`src/rtl/rcwl_pkg.sv`:
```
// Package for the ring counter wear leveler.
// Holds field widths, word constants and transaction kind codes; no dependencies.
package rcwl_pkg;

   // Default number of words in the ring.
   localparam int RING_SIZE_DEFAULT = 128;

   // Field widths of the request and response transactions.
   localparam int KIND_W  = 2;
   localparam int COUNT_W = 31;
   localparam int WORD_W  = 32;
   localparam int SLOT_W  = 7;

   // Stored word patterns.
   localparam logic [WORD_W-1:0] ERASED_WORD = 32'hFFFF_FFFF;
   localparam logic [WORD_W-1:0] ZERO_WORD   = 32'h0000_0000;

   // Transaction kind codes.
   localparam logic [KIND_W-1:0] KIND_WRITE   = 2'd0;
   localparam logic [KIND_W-1:0] KIND_CLEAR   = 2'd1;
   localparam logic [KIND_W-1:0] KIND_RECOVER = 2'd2;

endpackage

```
`src/rtl/rcwl_req_if.sv`:
```
// Request channel interface for the ring counter wear leveler.
// Depends on rcwl_pkg for the field widths.
interface rcwl_req_if import rcwl_pkg::*; ();
   logic               valid;
   logic               ready;
   logic [KIND_W-1:0]  kind;
   logic [COUNT_W-1:0] new_count;
   logic               lock_flag;

   modport source (output valid, output kind, output new_count, output lock_flag,
                   input ready);
   modport sink   (input valid, input kind, input new_count, input lock_flag,
                   output ready);
endinterface

```
`src/rtl/rcwl_rsp_if.sv`:
```
// Response channel interface for the ring counter wear leveler.
// Depends on rcwl_pkg for the field widths.
interface rcwl_rsp_if import rcwl_pkg::*; ();
   logic               valid;
   logic               ready;
   logic [COUNT_W-1:0] current_count;
   logic               current_lock;
   logic [SLOT_W-1:0]  write_slot;
   logic               was_cleared;

   modport source (output valid, output current_count, output current_lock,
                   output write_slot, output was_cleared, input ready);
   modport sink   (input valid, input current_count, input current_lock,
                   input write_slot, input was_cleared, output ready);
endinterface

```
`src/rtl/ring_counter_wear_leveler.sv`:
```
// Ring counter wear leveler: a ring of counter words in a RAM, walked by a sequencer.
// Depends on rcwl_pkg, rcwl_req_if, rcwl_rsp_if and rcwl_ram.
// A write or unknown kind goes straight to the result hand-off; a clear wipes the ring; a
// recover scans the ring, followed by a wipe when an erased word is found.
// Throughput: one transaction at a time; a fill, wipe or scan walks one word per cycle.
// Reset: a fill pass writes every word erased; no request is taken.
module ring_counter_wear_leveler import rcwl_pkg::*; #(
   parameter int RING_SIZE = RING_SIZE_DEFAULT
) (
   input  logic clock,
   input  logic reset,
   rcwl_req_if.sink   req_ch,
   rcwl_rsp_if.source rsp_ch
);

   localparam int AW = $clog2(RING_SIZE);
   localparam logic [AW-1:0] LAST_SLOT = AW'(RING_SIZE - 1);

   typedef enum logic [4:0] {
      ST_INIT = 5'b00001,
      ST_IDLE = 5'b00010,
      ST_WIPE = 5'b00100,
      ST_SCAN = 5'b01000,
      ST_DONE = 5'b10000
   } state_type;

   state_type          state_ff, state_in;
   logic [AW-1:0]      idx_ff, idx_in;
   logic               issue_ff, issue_in;
   logic               dv_ff, dv_in;
   logic [AW-1:0]      didx_ff, didx_in;
   logic [AW-1:0]      ptr_ff, ptr_in;
   logic [WORD_W-1:0]  latest_ff, latest_in;
   logic               cleared_ff, cleared_in;

   // Scan accumulators.
   logic [COUNT_W-1:0] best_ff, best_in;
   logic               best_lock_ff, best_lock_in;
   logic [AW-1:0]      best_slot_ff, best_slot_in;
   logic [COUNT_W-1:0] prev_ff, prev_in;
   logic               erased_ff, erased_in;

   // Response register.
   logic               rsp_valid_ff, rsp_valid_in;
   logic [COUNT_W-1:0] rsp_count_ff, rsp_count_in;
   logic               rsp_lock_ff, rsp_lock_in;
   logic [SLOT_W-1:0]  rsp_slot_ff, rsp_slot_in;
   logic               rsp_clr_ff, rsp_clr_in;

   // RAM port signals.
   logic               ram_we;
   logic [AW-1:0]      ram_waddr;
   logic [WORD_W-1:0]  ram_wdata;
   logic               ram_re;
   logic [WORD_W-1:0]  ram_rdata;

   logic               req_take;
   logic [WORD_W-1:0]  req_word;
   logic [COUNT_W-1:0] cur_count;
   logic               cur_erased;
   logic               cur_step;
   logic [COUNT_W:0]   prev_plus;
   logic               rsp_free;

   rcwl_ram #(
      .WIDTH (WORD_W),
      .DEPTH (RING_SIZE)
   ) u_ram (
      .clock   (clock),
      .wr_en   (ram_we),
      .wr_addr (ram_waddr),
      .wr_data (ram_wdata),
      .rd_en   (ram_re),
      .rd_addr (idx_ff),
      .rd_data (ram_rdata)
   );

   assign req_ch.ready = (state_ff == ST_IDLE);
   assign req_take     = req_ch.valid && req_ch.ready;
   assign req_word     = {req_ch.lock_flag, req_ch.new_count};
   assign rsp_free     = !rsp_valid_ff || rsp_ch.ready;

   // Compare unit: one scanned word against the running state.
   assign cur_count  = ram_rdata[COUNT_W-1:0];
   assign cur_erased = (ram_rdata == ERASED_WORD);
   assign prev_plus  = {1'b0, prev_ff} + {{COUNT_W{1'b0}}, 1'b1};
   assign cur_step   = (cur_count > best_ff) && (prev_plus == {1'b0, cur_count});

   // Sequencer.
   always_comb begin
      state_in     = state_ff;
      idx_in       = idx_ff;
      issue_in     = 1'b0;
      dv_in        = 1'b0;
      didx_in      = idx_ff;
      ptr_in       = ptr_ff;
      latest_in    = latest_ff;
      cleared_in   = cleared_ff;
      best_in      = best_ff;
      best_lock_in = best_lock_ff;
      best_slot_in = best_slot_ff;
      prev_in      = prev_ff;
      erased_in    = erased_ff;
      ram_we       = 1'b0;
      ram_waddr    = idx_ff;
      ram_wdata    = ZERO_WORD;
      ram_re       = 1'b0;
      rsp_valid_in = rsp_valid_ff && !rsp_ch.ready;
      rsp_count_in = rsp_count_ff;
      rsp_lock_in  = rsp_lock_ff;
      rsp_slot_in  = rsp_slot_ff;
      rsp_clr_in   = rsp_clr_ff;

      case (state_ff)
         ST_INIT: begin
            // Fill every word with the erased pattern after reset.
            ram_we    = 1'b1;
            ram_wdata = ERASED_WORD;
            idx_in    = idx_ff + 1'b1;
            if (idx_ff == LAST_SLOT) begin
               idx_in   = '0;
               state_in = ST_IDLE;
            end
         end
         ST_IDLE: begin
            if (req_take) begin
               cleared_in = 1'b0;
               idx_in     = '0;
               case (req_ch.kind)
                  KIND_WRITE: begin
                     ram_we    = 1'b1;
                     ram_waddr = ptr_ff;
                     ram_wdata = req_word;
                     ptr_in    = (ptr_ff == LAST_SLOT) ? '0 : ptr_ff + 1'b1;
                     latest_in = req_word;
                     state_in  = ST_DONE;
                  end
                  KIND_CLEAR: begin
                     state_in = ST_WIPE;
                  end
                  KIND_RECOVER: begin
                     issue_in = 1'b1;
                     state_in = ST_SCAN;
                  end
                  default: begin
                     state_in = ST_DONE;
                  end
               endcase
            end
         end
         ST_WIPE: begin
            // Zero every word, then reset the pointer and latest record.
            ram_we = 1'b1;
            idx_in = idx_ff + 1'b1;
            if (idx_ff == LAST_SLOT) begin
               idx_in     = '0;
               ptr_in     = '0;
               latest_in  = ZERO_WORD;
               cleared_in = 1'b1;
               state_in   = ST_DONE;
            end
         end
         ST_SCAN: begin
            // Issue one read per cycle; process each returned word in the cycle after its read.
            ram_re = issue_ff;
            dv_in  = issue_ff;
            if (issue_ff) begin
               idx_in   = idx_ff + 1'b1;
               issue_in = (idx_ff != LAST_SLOT);
            end
            if (dv_ff) begin
               prev_in = cur_count;
               if (didx_ff == '0) begin
                  best_in      = cur_count;
                  best_lock_in = ram_rdata[WORD_W-1];
                  best_slot_in = '0;
                  erased_in    = cur_erased;
               end else begin
                  erased_in = erased_ff || cur_erased;
                  if (cur_step) begin
                     best_in      = cur_count;
                     best_lock_in = ram_rdata[WORD_W-1];
                     best_slot_in = didx_ff;
                  end
               end
               if (didx_ff == LAST_SLOT) begin
                  idx_in = '0;
                  if (erased_in) begin
                     state_in = ST_WIPE;
                  end else begin
                     ptr_in    = (best_slot_in == LAST_SLOT) ? '0 : best_slot_in + 1'b1;
                     latest_in = {best_lock_in, best_in};
                     state_in  = ST_DONE;
                  end
               end
            end
         end
         ST_DONE: begin
            // Hand the result to the response register once it is free.
            if (rsp_free) begin
               rsp_valid_in = 1'b1;
               rsp_count_in = latest_ff[COUNT_W-1:0];
               rsp_lock_in  = latest_ff[WORD_W-1];
               rsp_slot_in  = SLOT_W'(ptr_ff);
               rsp_clr_in   = cleared_ff;
               state_in     = ST_IDLE;
            end
         end
         default: begin
            state_in = ST_IDLE;
         end
      endcase
   end

   // Control registers.
   always_ff @(posedge clock) begin
      if (reset) begin
         state_ff     <= ST_INIT;
         idx_ff       <= '0;
         issue_ff     <= 1'b0;
         dv_ff        <= 1'b0;
         ptr_ff       <= '0;
         latest_ff    <= ZERO_WORD;
         rsp_valid_ff <= 1'b0;
      end else begin
         state_ff     <= state_in;
         idx_ff       <= idx_in;
         issue_ff     <= issue_in;
         dv_ff        <= dv_in;
         ptr_ff       <= ptr_in;
         latest_ff    <= latest_in;
         rsp_valid_ff <= rsp_valid_in;
      end
   end

   // Payload and scan registers.
   always_ff @(posedge clock) begin
      didx_ff      <= didx_in;
      cleared_ff   <= cleared_in;
      best_ff      <= best_in;
      best_lock_ff <= best_lock_in;
      best_slot_ff <= best_slot_in;
      prev_ff      <= prev_in;
      erased_ff    <= erased_in;
      rsp_count_ff <= rsp_count_in;
      rsp_lock_ff  <= rsp_lock_in;
      rsp_slot_ff  <= rsp_slot_in;
      rsp_clr_ff   <= rsp_clr_in;
   end

   assign rsp_ch.valid         = rsp_valid_ff;
   assign rsp_ch.current_count = rsp_count_ff;
   assign rsp_ch.current_lock  = rsp_lock_ff;
   assign rsp_ch.write_slot    = rsp_slot_ff;
   assign rsp_ch.was_cleared   = rsp_clr_ff;

`ifndef SYNTH
   // The RAM is never written while a scan is reading it.
   a_no_write_in_scan: assert property (@(posedge clock) disable iff (reset)
      (state_ff == ST_SCAN) |-> !ram_we)
      else $error("RAM written during recover scan");

   // A write transaction makes its word the latest record.
   a_write_latest: assert property (@(posedge clock) disable iff (reset)
      (req_take && req_ch.kind == KIND_WRITE) |=> (latest_ff == $past(req_word)))
      else $error("latest record does not follow write");

   // A new response only comes out of the result hand-off state.
   a_rsp_from_done: assert property (@(posedge clock) disable iff (reset)
      (rsp_valid_ff && !$past(rsp_valid_ff && !rsp_ch.ready)) |-> $past(state_ff == ST_DONE))
      else $error("response raised outside hand-off");

   // The write pointer stays inside the ring.
   a_ptr_range: assert property (@(posedge clock) disable iff (reset)
      (32'(ptr_ff) < RING_SIZE))
      else $error("write pointer out of range");
`endif

endmodule

```
`src/rtl/rcwl_ram.sv`:
```
// Generic single write port, single read port RAM with registered read data.
// No dependencies.
module rcwl_ram #(
   parameter int WIDTH = 32,
   parameter int DEPTH = 128
) (
   input  logic                     clock,
   input  logic                     wr_en,
   input  logic [$clog2(DEPTH)-1:0] wr_addr,
   input  logic [WIDTH-1:0]         wr_data,
   input  logic                     rd_en,
   input  logic [$clog2(DEPTH)-1:0] rd_addr,
   output logic [WIDTH-1:0]         rd_data
);

   logic [WIDTH-1:0] mem_ff [DEPTH];
   logic [WIDTH-1:0] rd_data_ff;

   // Write port and registered read port.
   always_ff @(posedge clock) begin
      if (wr_en) begin
         mem_ff[wr_addr] <= wr_data;
      end
      if (rd_en) begin
         rd_data_ff <= mem_ff[rd_addr];
      end
   end

   assign rd_data = rd_data_ff;

endmodule
```
`src/flat_wrapper.sv`:
```
// flat-port wrapper written by rule: the top's interface ports become plain ports
module ring_counter_wear_leveler_flat import rcwl_pkg::*;
#(
   parameter int RING_SIZE = RING_SIZE_DEFAULT
)
  (clock, reset, req_ch_valid, req_ch_kind, req_ch_new_count, req_ch_lock_flag, req_ch_ready, rsp_ch_valid, rsp_ch_current_count, rsp_ch_current_lock, rsp_ch_write_slot, rsp_ch_was_cleared, rsp_ch_ready);
  rcwl_req_if req_ch_i ();
  rcwl_rsp_if rsp_ch_i ();
  input  logic clock;
  input  logic reset;
  input wire logic [$bits(req_ch_i.valid)-1:0] req_ch_valid;
  input wire logic [$bits(req_ch_i.kind)-1:0] req_ch_kind;
  input wire logic [$bits(req_ch_i.new_count)-1:0] req_ch_new_count;
  input wire logic [$bits(req_ch_i.lock_flag)-1:0] req_ch_lock_flag;
  output wire logic [$bits(req_ch_i.ready)-1:0] req_ch_ready;
  output wire logic [$bits(rsp_ch_i.valid)-1:0] rsp_ch_valid;
  output wire logic [$bits(rsp_ch_i.current_count)-1:0] rsp_ch_current_count;
  output wire logic [$bits(rsp_ch_i.current_lock)-1:0] rsp_ch_current_lock;
  output wire logic [$bits(rsp_ch_i.write_slot)-1:0] rsp_ch_write_slot;
  output wire logic [$bits(rsp_ch_i.was_cleared)-1:0] rsp_ch_was_cleared;
  input wire logic [$bits(rsp_ch_i.ready)-1:0] rsp_ch_ready;
  assign req_ch_i.valid = req_ch_valid;
  assign req_ch_i.kind = req_ch_kind;
  assign req_ch_i.new_count = req_ch_new_count;
  assign req_ch_i.lock_flag = req_ch_lock_flag;
  assign req_ch_ready = req_ch_i.ready;
  assign rsp_ch_valid = rsp_ch_i.valid;
  assign rsp_ch_current_count = rsp_ch_i.current_count;
  assign rsp_ch_current_lock = rsp_ch_i.current_lock;
  assign rsp_ch_write_slot = rsp_ch_i.write_slot;
  assign rsp_ch_was_cleared = rsp_ch_i.was_cleared;
  assign rsp_ch_i.ready = rsp_ch_ready;
  ring_counter_wear_leveler #(.RING_SIZE(RING_SIZE)) u_core (.clock(clock), .reset(reset), .req_ch(req_ch_i), .rsp_ch(rsp_ch_i));
endmodule
```
`config.mk`:
```
export PLATFORM = sky130hd
export DESIGN_NAME = ring_counter_wear_leveler_flat
export DESIGN_NICKNAME = d
export VERILOG_FILES = /design/src/rtl/rcwl_pkg.sv /design/src/rtl/rcwl_req_if.sv /design/src/rtl/rcwl_rsp_if.sv /design/src/rtl/ring_counter_wear_leveler.sv /design/src/rtl/rcwl_ram.sv /design/src/flat_wrapper.sv
export SDC_FILE = /design/constraint.sdc
export NUM_CORES = 2
export LEC_CHECK = 0
export BUFFER_PORTS_ARGS = -buffer_cell sky130_fd_sc_hd__buf_2
export CORE_UTILIZATION = 55
export CTS_CLUSTER_DIAMETER = 150
export DETAILED_ROUTE_END_ITERATION = 12
export GPL_ROUTABILITY_DRIVEN = 0
export PLACE_DENSITY = 0.76
export SKIP_CTS_REPAIR_TIMING = 1
export SYNTH_ARGS = -nofsm -noshare
export SYNTH_HDL_FRONTEND = slang
export SYNTH_SLANG_ARGS = --single-unit
```
`constraint.sdc`:
```
create_clock -name clock -period 5.77 [get_ports clock]
set_input_delay 1.154 -clock clock [delete_from_list [all_inputs] [get_ports clock]]
set_output_delay 1.154 -clock clock [all_outputs]
set_load 0.05 [all_outputs]
```
==> out/results.tsv <==
stage	metric	value	unit
global_route	grt-ovfl-total	0	
die	row_count	201	
placed_design	place_inst	11000	
die	dieWidth	552	microns
layout	fill_cells	18700	
status	violations	max-capacitance violations, max-slew violations	
drt	route.detailed.drc	0	
global_route	grt_pass1_vias	81200	
drt	first_pass_iters	6	
layout	register_area	129000	sq um
power	combPwrFrac	18.5	%
die	pin_count	80	
hold_path	hold_start	u_core.latest_ff[30]$_SDFFE_PP0P_	
timing	max_clock_freq	0.218	GHz
layout	multiInputGateArea	37400	sq um
clocking	clk_latency	940	ps
timing	grt_setup_unrepaired	false	
layout	fin_area	188000	sq um
yosys	yosysTopAreaCellShare	76.5	%
setup_path	critPathMaxFanout	34	
placed_design	hpwl	245	mm
yosys	synth_top_flop_cell	edfxtp_1	
layout	final_util	62.5	%
placed_design	placed_area	175000	sq um
layout	area_delta_synth_final	12.8	%
yosys	yosysSeqAreaShare	77.3	%
clocking	clk_pin_slew	60	ps
die	die_y	552	microns
run	cap_violations	1	
yosys	netlist_top_cells_count	edfxtp_1 (4240), mux4_2 (1344), clkbuf_1 (256), nor2_1 (201), buf_1 (109)	
hold_path	min_to	u_core.rsp_ch.current_count[30]$_DFFE_PP_	
power	clockPowerShare	33.5	%
yosys	yosysWarnings	0	
drt	antenna_left	0	
yosys	netlist_instances	6979	
power	p_int	56500	uW
timing	tightest_slew	1550	ps
global_route	grt_max_degree	129	
drt	wl_per_cell	38.3	microns
power	switchingPower	20700	uW
setup_path	worstReg2RegStart	u_core.state_ff[2]$_SDFFE_PP0P_	
layout	nets	7466	
die	dieArea	305000	sq um
die	fp.coreArea	300000	sq um
global_route	grt_pass1_wl	625	mm
yosys	synth_fp_nets	7055	
global_route	grt.total_usage	29.6	%
global_route	grt_antenna_before_repair	62	
timing	period_share	79.4	%
timing	setup_violations	0	
setup_path	arrival	5240	ps
yosys	synth.cell_area	166000	sq um
die	start_util	55.4	%
yosys	synth.avg_cell_area	23.8	sq um
setup_path	rr_worst_depth	8	
timing	hold_slack	423	ps
clocking	numClockSinks	4301	
power	leakage	0.0559	uW
layout	final_cells	11700	
timing	slew_headroom	-3.66	%
timing	fin_skew	60.9	ps
clocking	clk_path_buf_depth	4	
drt	viasPerCell	7.01	
setup_path	required	6430	ps
power	seqPwrFrac	48.0	%
yosys	synth_top_cell_by_area	edfxtp_1	
setup_path	r2r-end	u_core.u_ram.mem_ff[110][2]$_DFFE_PP_	
power	p_per_area	411	nW/um^2
setup_path	startpoint_type	primary input	
timing	fin_crit	4580	ps
yosys	synth-seq-cells	4301	
yosys	synth_edf_count	4240	
clocking	cts_root_buffer	clkbuf_16	
yosys	async_flop_share	0	%
clocking	cts_buffers	396	
layout	drive_above_1_share	33.5	%
hold_path	hold_class	reg -> reg	
timing	setup_tns	0	ps
power	ir_drop	0.000390	V
setup_path	crit_type	in -> reg	
drt	drtIter0Drc	13300	
power	sw_frac_of_total	26.8	%
timing	drv_slew	5	
clocking	tritoncts	done	
placed_design	portBuffers	79	
yosys	yosys.cell_types.count	70	
drt	num_vias	81800	
setup_path	r2r_slack	1190	ps
drt	routed_wl	448	mm
setup_path	endpoint_kind	register	
yosys	yosysMostFrequentCell	edfxtp_1	
timing	hold_violations	0	
status	status	finished, violations left	
hold_path	holdPathStages	0	
clocking	htreeDepth	5	
yosys	synth.area.top_cells	edfxtp_1 (77%), mux4_2 (18%), dfxtp_1 (0.73%)	
-- placed cells by master (no fill, tap or decap), types with 37 or more instances in the layout --
cell / synthesis / routed
a21oi_1: 70 / 70
buf_12: 0 / 100
buf_2: 4 / 79
buf_4: 2 / 212
bufinv_16: 0 / 37
clkbuf_1: 256 / 74
clkbuf_16: 0 / 402
clkinv_1: 1 / 85
clkinv_2: 0 / 74
dfxtp_1: 61 / 54
edfxtp_1: 4240 / 4240
ha_1: 38 / 38
inv_1: 49 / 49
mux4_2: 1344 / 1344
nand2_1: 47 / 46
nand3_1: 39 / 38
nor2_1: 201 / 70
nor2_4: 0 / 130
nor3_1: 55 / 55
-- through the flow --
step	setup slack (ps)	total power, uW
6_report	1190	77200
5_1_grt	1030	78600
4_1_cts	1380	77100
3_5_place_dp	385	51600
3_3_place_gp	318	51200
2_1_floorplan	1160	45700
-- power groups by stage --
stage,clock [uW],sequential (uW),combinational (uW)
after floorplan,0,37800,7850
after global placement,0,37700,13500
after detailed placement,0,37700,13900
after CTS,26000,37000,14100
after global routing,27000,37000,14600
final,25800,37000,14300
-- per-layer routing --
metal | track usage, % | wire length [microns] | vias up
li1 | - | - | 30900
met1 | 39.8 | 153000 | 43200
met2 | 45.8 | 211000 | 6745
met3 | 7.77 | 59100 | 989
met4 | 13.9 | 24300 | 32
met5 | 0 | 200 | -
-- how the worst max path moves through the flow --
| stage | from | end | slack, ps | cells past startpoint |
|---|---|---|---|---|
| after CTS | req_ch_kind[1] | u_core.u_ram.mem_ff[126][28]$_DFFE_PP_ | 1380 | 11 |
| final | req_ch_kind[1] | u_core.u_ram.mem_ff[126][30]$_DFFE_PP_ | 1190 | 11 |
| after global routing | u_core.prev_ff[0]$_DFFE_PP_ | u_core.ptr_ff[6]$_SDFFE_PP0P_ | 1030 | 16 |
| after floorplan | req_ch_kind[0] | u_core.u_ram.mem_ff[69][0]$_DFFE_PP_ | 1160 | 10 |
| after global placement | req_ch_kind[1] | u_core.u_ram.mem_ff[126][22]$_DFFE_PP_ | 320 | 11 |
| after detailed placement | req_ch_kind[1] | u_core.u_ram.mem_ff[126][28]$_DFFE_PP_ | 390 | 11 |
-- state kept, by name, indices dropped and copies added, names as in the netlist, 5 cells and up --
register and flops:
u_core.best_ff 31, u_core.state_ff 5, u_core.didx_in 7, u_core.best_slot_ff 7, u_core.prev_ff 31, u_core.latest_ff 32, u_core.ptr_ff 7, u_core.didx_ff 7
u_core.u_ram.mem_ff 4096, u_core.rsp_ch.write_slot 7, u_core.rsp_ch.current_count 31, u_core.u_ram.rd_data 32
-- kinds of logic (layout without fill, tap and decap cells) --
logic type | after synthesis | count (layout) | synth area share, %
AO/OA/AOI/OAI | 275 | 275 | 1.18
multiplexers | 1386 | 1386 | 18.5
other | 0 | 19 | 0
flip-flops | 4301 | 4301 | 77.3
XOR/XNOR | 51 | 51 | 0.269
adder cells (fa/ha/maj) | 38 | 38 | 0.286
AND/OR/NAND/NOR | 500 | 500 | 1.51
buffers and inverters | 428 | 1152 | 1.00
-- worst max-delay path, stage by stage --
cell     delay, ps
buf_2          110
inv_1           90
ha_1           370
nand2_1        170
nor2_4         380
buf_4          660
nor2_1         110
a31oi_1       1000
or2_2          610
nor2_4         240
buf_4          290
-- area by class of cell --
type | count | share of cell area, %
flip-flops and latches | 4301 | 68.5
multi-input cells | 2250 | 19.9
clock buffers | 477 | 5.52
well taps | 3958 | 2.64
repair buffers | 391 | 2.13
clock inverters | 234 | 1.15
inverters | 50 | 0.100
diodes | 19 | 0.0253
Power figures use the tool's default switching activity.
